$ cat config.mk
export PLATFORM = sky130hd
export DESIGN_NAME = fth_phase
export DESIGN_NICKNAME = d
export VERILOG_FILES = /design/src/rtl/core/fth_pkg.sv /design/src/rtl/core/fth_phase.sv
export SDC_FILE = /design/constraint.sdc
export NUM_CORES = 1
export LEC_CHECK = 0
export BUFFER_PORTS_ARGS = -buffer_cell sky130_fd_sc_hd__buf_2
export CORE_UTILIZATION = 50
export DETAILED_ROUTE_END_ITERATION = 8
export GPL_ROUTABILITY_DRIVEN = 1
export GPL_TIMING_DRIVEN = 0
export PLACE_DENSITY = 0.68
export SKIP_CTS_REPAIR_TIMING = 1
export SLEW_MARGIN = 20
export SYNTH_ARGS = -nofsm -noshare
export SYNTH_HDL_FRONTEND = slang
export SYNTH_SLANG_ARGS = --single-unit
$ cat constraint.sdc
create_clock -name clock -period 7.8 [get_ports clock]
set_input_delay 0.78 -clock clock [delete_from_list [all_inputs] [get_ports clock]]
set_output_delay 0.78 -clock clock [all_outputs]
set_load 0.01 [all_outputs]
$ cat src/rtl/core/fth_pkg.sv
// shared constants, types and cosine table for the flat-top window generator
`default_nettype none
package fth_pkg;

   localparam int INDEX_WIDTH      = 16;
   localparam int COS_TABLE_DEPTH  = 1024;
   localparam int NUM_HARM         = 10;
   localparam int ADDR_W           = $clog2(COS_TABLE_DEPTH);
   localparam int TABLE_HALF       = COS_TABLE_DEPTH / 2;
   localparam int FIELD_W          = 16;
   localparam int STEP_W           = 32;
   localparam int COS_W            = 32;
   localparam int COEF_W           = 25;
   localparam int PROD_W           = COEF_W + 1 + COS_W;
   localparam int SUM_W            = 60;
   localparam int OUT_W            = 25;
   localparam int FRAC_SHIFT       = 34;
   localparam int SHIFTED_W        = SUM_W - FRAC_SHIFT;

   localparam logic [STEP_W-1:0]  STEP_RESET = 32'd65536;
   localparam logic [FIELD_W-1:0] INDEX_MASK = FIELD_W'((64'd1 << INDEX_WIDTH) - 64'd1);
   localparam logic [ADDR_W:0]    HALF_VAL   = (ADDR_W+1)'(TABLE_HALF);
   localparam logic [ADDR_W:0]    DEPTH_VAL  = (ADDR_W+1)'(COS_TABLE_DEPTH);

   localparam logic signed [SUM_W-1:0] ONE_BIAS  = SUM_W'(64'sd1 << 54);
   localparam logic signed [SUM_W-1:0] ROUND_ADD = SUM_W'(64'sd1 << 33);
   localparam logic signed [SHIFTED_W-1:0] SAT_MAX = SHIFTED_W'(16777215);
   localparam logic signed [SHIFTED_W-1:0] SAT_MIN = -SHIFTED_W'(16777216);

   // harmonic weights in Q24, index 0 holds the lowest harmonic
   localparam logic [NUM_HARM-1:0][COEF_W-1:0] COEF_Q24 = {
      25'd2, 25'd332, 25'd10478, 25'd136482, 25'd950537,
      25'd4029230, 25'd11203448, 25'd21509654, 25'd30050954, 25'd33316936
   };

   localparam longint unsigned TWO_PI_Q28 = 64'd1686629713;
   localparam longint unsigned SeriesDiv [1:14] = '{
      64'd2, 64'd12, 64'd30, 64'd56, 64'd90, 64'd132, 64'd182,
      64'd240, 64'd306, 64'd380, 64'd462, 64'd552, 64'd650, 64'd756
   };

   typedef logic signed [COS_W-1:0] cos_table_type [0:TABLE_HALF];

   // taylor series cosine in Q30, evaluated at elaboration
   function automatic cos_table_type build_cos_table();
      cos_table_type    tbl;
      longint unsigned  x;
      longint unsigned  x2;
      longint unsigned  t;
      longint           s;
      longint           r;
      for (int m = 0; m <= TABLE_HALF; m++) begin
         x  = (TWO_PI_Q28 * longint'(m) + longint'(COS_TABLE_DEPTH / 2)) / COS_TABLE_DEPTH;
         x2 = (x * x + (64'd1 << 27)) >> 28;
         t  = 64'd1 << 28;
         s  = longint'(t);
         for (int n = 1; n <= 14; n++) begin
            t = ((t * x2) >> 28) / SeriesDiv[n];
            if (n % 2 == 1) begin
               s = s - longint'(t);
            end else begin
               s = s + longint'(t);
            end
         end
         r = s * 4;
         if (r > (64'sd1 << 30)) begin
            r = 64'sd1 << 30;
         end
         if (r < -(64'sd1 << 30)) begin
            r = -(64'sd1 << 30);
         end
         tbl[m] = COS_W'(r);
      end
      return tbl;
   endfunction

   localparam cos_table_type COS_TABLE = build_cos_table();

   typedef struct packed {
      logic                            valid;
      logic [FIELD_W-1:0]              index;
      logic [NUM_HARM-1:0][ADDR_W-1:0] addr;
   } addr_beat_type;

   typedef struct packed {
      logic                           valid;
      logic [FIELD_W-1:0]             index;
      logic [NUM_HARM-1:0][COS_W-1:0] cos;
   } cos_beat_type;

endpackage
`default_nettype wire

$ cat src/rtl/core/fth_phase.sv
// base phase multiply and per-harmonic table address stages
`default_nettype none
module fth_phase (
   input  wire logic                         clock,
   input  wire logic                         reset,
   input  wire logic                         req_valid,
   output logic                              req_stall,
   input  wire logic [fth_pkg::FIELD_W-1:0]  req_sample_index,
   input  wire logic [fth_pkg::STEP_W-1:0]   phase_step,
   input  wire logic                         down_ready,
   output fth_pkg::addr_beat_type            beat_ff
);

   logic                          valid1_ff;
   logic [fth_pkg::FIELD_W-1:0]   index1_ff;
   logic [fth_pkg::STEP_W-1:0]    base1_ff;
   logic [fth_pkg::STEP_W-1:0]    base1_in;
   logic [fth_pkg::FIELD_W+fth_pkg::STEP_W-1:0] base_prod;
   logic                          ready1;
   logic                          ready2;
   fth_pkg::addr_beat_type        beat_in;
   logic [fth_pkg::NUM_HARM-1:0][fth_pkg::STEP_W-1:0] phase;
   logic [fth_pkg::NUM_HARM-1:0][fth_pkg::ADDR_W:0]   slot;
   logic                          addr_ok;

   assign ready2    = !beat_ff.valid || down_ready;
   assign ready1    = !valid1_ff || ready2;
   assign req_stall = !ready1;

   assign base_prod = {{fth_pkg::STEP_W{1'b0}}, req_sample_index & fth_pkg::INDEX_MASK}
                    * {{fth_pkg::FIELD_W{1'b0}}, phase_step};
   assign base1_in  = base_prod[fth_pkg::STEP_W-1:0];

   always_ff @(posedge clock) begin
      if (reset) begin
         valid1_ff <= 1'b0;
      end else if (ready1) begin
         valid1_ff <= req_valid;
      end
      if (ready1) begin
         index1_ff <= req_sample_index;
         base1_ff  <= base1_in;
      end
   end

   // nearest table point, folded onto the half turn
   always_comb begin
      beat_in.valid = valid1_ff;
      beat_in.index = index1_ff;
      for (int h = 0; h < fth_pkg::NUM_HARM; h++) begin
         phase[h] = base1_ff * fth_pkg::STEP_W'(h + 1);
         slot[h]  = {1'b0, phase[h][fth_pkg::STEP_W-1 -: fth_pkg::ADDR_W]}
                  + (fth_pkg::ADDR_W+1)'(phase[h][fth_pkg::STEP_W-1-fth_pkg::ADDR_W]);
         if (slot[h] <= fth_pkg::HALF_VAL) begin
            beat_in.addr[h] = slot[h][fth_pkg::ADDR_W-1:0];
         end else begin
            beat_in.addr[h] = fth_pkg::ADDR_W'(fth_pkg::DEPTH_VAL - slot[h]);
         end
      end
   end

   always_ff @(posedge clock) begin
      if (reset) begin
         beat_ff.valid <= 1'b0;
      end else if (ready2) begin
         beat_ff.valid <= beat_in.valid;
      end
      if (ready2) begin
         beat_ff.index <= beat_in.index;
         beat_ff.addr  <= beat_in.addr;
      end
   end

   always_comb begin
      addr_ok = 1'b1;
      for (int h = 0; h < fth_pkg::NUM_HARM; h++) begin
         if ({1'b0, beat_ff.addr[h]} > fth_pkg::HALF_VAL) begin
            addr_ok = 1'b0;
         end
      end
   end

   a_addr_in_table: assert property (@(posedge clock) disable iff (reset)
      beat_ff.valid |-> addr_ok)
      else $error("table address beyond half turn");

   a_reset_clears: assert property (@(posedge clock)
      reset |=> !valid1_ff && !beat_ff.valid)
      else $error("pipeline valid survived reset");

endmodule
`default_nettype wire

==> flow_metrics.env <==
export IMPL_cts_buffer_depth=2
export IMPL_vias=20502
export IMPL_status="finished clean"
export IMPL_ys_seq_area_share_pct=18.85
export IMPL_grt_pass1_vias=20624
export IMPL_yosys_top_cells_area="fa_1 (25%), edfxtp_1 (19%), ha_1 (12%)"
export IMPL_crit_type="in -> reg"
export IMPL_antenna_left=0
export IMPL_diodes=0
export IMPL_synth_cell_types=102
export IMPL_routedWlPerCell_um=18.43
export IMPL_clkTransAtPathRegs_ns=0.08
export IMPL_cts_buffers_inserted=17
export IMPL_dp_hpwl_um=55450
export IMPL_yosys_most_used_dff="edfxtp_1"
export IMPL_fin_crit_sh_pct=95.67
export IMPL_finalMaxSlewViolations=0
export IMPL_cp_arrival_ns=7.67
export IMPL_cp_required_ns=8.01
export IMPL_synth_most_common_cell="inv_1"
export IMPL_crit_path_start_kind="input port"
export IMPL_drive_above_1_share_pct=9.751
export IMPL_max_freq_ghz=0.1340
export IMPL_hold_violations=0
export IMPL_syn_avg_cell_area_sq_um=9.335
export IMPL_remaining_drc_errors=0
export IMPL_ys_top_cells_by_count="inv_1 (417), nand2_1 (352), fa_1 (333), ha_1 (258), and2_1 (174)"
export IMPL_gr_total_overflow=0
export IMPL_grtUsageTotal_pct=26.23
export IMPL_cpMostUsedCell="fa_1"
export IMPL_drt_iter0_drc=1169
export IMPL_syn_num_nets=3464
export IMPL_die_w_um=231.5
export IMPL_row_count=83
export IMPL_final_nets=3645
export IMPL_gp_congestion=0.9383
export IMPL_clk_latency_ns=0.47
export IMPL_wl_um=68090
export IMPL_cts_sinks=166
export IMPL_critical_path_slowest_cell="fa_1"
export IMPL_die_h_um=231.5
export IMPL_dieArea_sq_mm=0.05359
export IMPL_skew_ns=0.01191
export IMPL_synth_top_area_share_pct=25.32
export IMPL_synthCells=2821
export IMPL_cts_tree="done"
export IMPL_fin_util_pct=55.44
export IMPL_routed_via_density=5.549
export IMPL_placed_area_sq_mm=0.02807
export IMPL_htreeDepth=4
export IMPL_synth_edf_count=164
export IMPL_rsz0062_at_grt="no"
export IMPL_antenna_found_initial=1
export IMPL_worst_pin_slew_ns=0.8617
export IMPL_ys_ff_latch=166
export IMPL_instances_no_fill=3695
export IMPL_port_buffers=167
export IMPL_yosysWarnings=0
export IMPL_critPathMaxStageDelay_ns=0.55
export IMPL_synthesis_area_sq_mm=0.02633
export IMPL_setup_viol=0
export IMPL_syn2layout_area_growth_pct=8.885
export IMPL_core_sq_mm=0.05172
export IMPL_design_area_sq_mm=0.02867
export IMPL_period_minus_slack_ns=7.462
export IMPL_io_pins=170
export IMPL_initial_utilization_pct=50.92
export IMPL_max_slew_margin_pct=42.56
export IMPL_hold_class="reg -> reg"
export IMPL_cp_max_fo=10
export IMPL_max_cap_violations=0
export IMPL_async_flop_share_pct=0
export IMPL_grt_max_degree=85
export IMPL_root_buffer="clkbuf_16"
export IMPL_grt_pass1_wl_um=109400
export IMPL_placed_cells=3670
export IMPL_end_kind="flop"
export IMPL_synth_top_area_cell="fa_1"
export IMPL_first_pass_iters=5
[worst max-delay path: cells and delay by family]
| kind | cells | cell delay [ns] |
|---|---|---|
| compound gates | 9 | 1.70 |
| fa+ha+maj | 7 | 3.28 |
| simple gates | 4 | 0.80 |
| xor+xnor | 1 | 0.09 |
| buf+inv | 6 | 1.01 |
[worst paths after layout]
path                            cells after the start  slack (ns)                      to                   start
worst max-delay path                               27        0.34  base1_ff[31]$_DFFE_PN_     req_sample_index[6]
worst min-delay path                                0        0.42  beat_ff[100]$_DFFE_PP_  index1_ff[0]$_DFFE_PN_
worst max register to register                     19        2.18   beat_ff[43]$_DFFE_PP_  base1_ff[17]$_DFFE_PN_
worst min register to register                      0        0.42  beat_ff[100]$_DFFE_PP_  index1_ff[0]$_DFFE_PN_
[cells by family (layout without fill, tap and decap cells)]
kind of cell,count (synthesis),count (layout),share of synthesized area (%)
simple gates,916,916,17.33
xor+xnor,248,248,8.491
compound gates,378,378,9.826
buf+inv,505,699,7.237
mux,17,17,0.6890
fa+ha+maj,591,591,37.57
flops,166,166,18.85
[routing by layer]
| layer | vias up | global-route usage [%] | share of wire (%) |
|---|---|---|---|
| li1 | 9632 | - | - |
| met1 | 10169 | 35.05 | 44 |
| met2 | 592 | 43.46 | 48 |
| met3 | 107 | 3.912 | 5.8 |
| met4 | 2 | 8.754 | 2.7 |
| met5 | - | 0 | 0.013 |
[cells in the final DEF (no fill, tap or decap), types with 52 or more instances in the layout]
cell,instances
xor2_1,76
nand3_1,54
nor2_1,142
fa_1,333
buf_2,175
o21ai_0,56
edfxtp_1,164
clkbuf_1,52
xnor2_1,165
inv_1,416
nand2_1,351
ha_1,258
and2_1,174
a21oi_1,108
[layout make-up]
type	instances	area, sq um
Fill cell	4727	23040
Multi-Input combinational cell	2150	19460
Sequential cell	166	4965
Inverter	418	1574
Timing Repair Buffer	169	883.3
Tap cell	680	850.8
Clock buffer	17	425.4
Buffer	80	335.3
Clock inverter	15	173.9
[state kept, by name, indices dropped and copies added, names as in the netlist]
register / flops
base1_ff: 32
beat_ff: 117
index1_ff: 16
valid1_ff: 1
[per-stage QoR]
step           hold WS (ns)  setup WS (ns)  setup TNS [ns]
5_1_grt              0.4323       0.001361               0
3_5_place_dp         0.4054        -0.6683          -1.331
3_3_place_gp         0.4004        -0.5601         -0.9553
6_report             0.4247         0.3378               0
2_1_floorplan        0.4003         0.6057               0
4_1_cts              0.4245        -0.1545         -0.1545
Power is left out: the tool's default activity adds up to more than one toggle a clock period on the data nets, which glitch-free logic cannot reach.
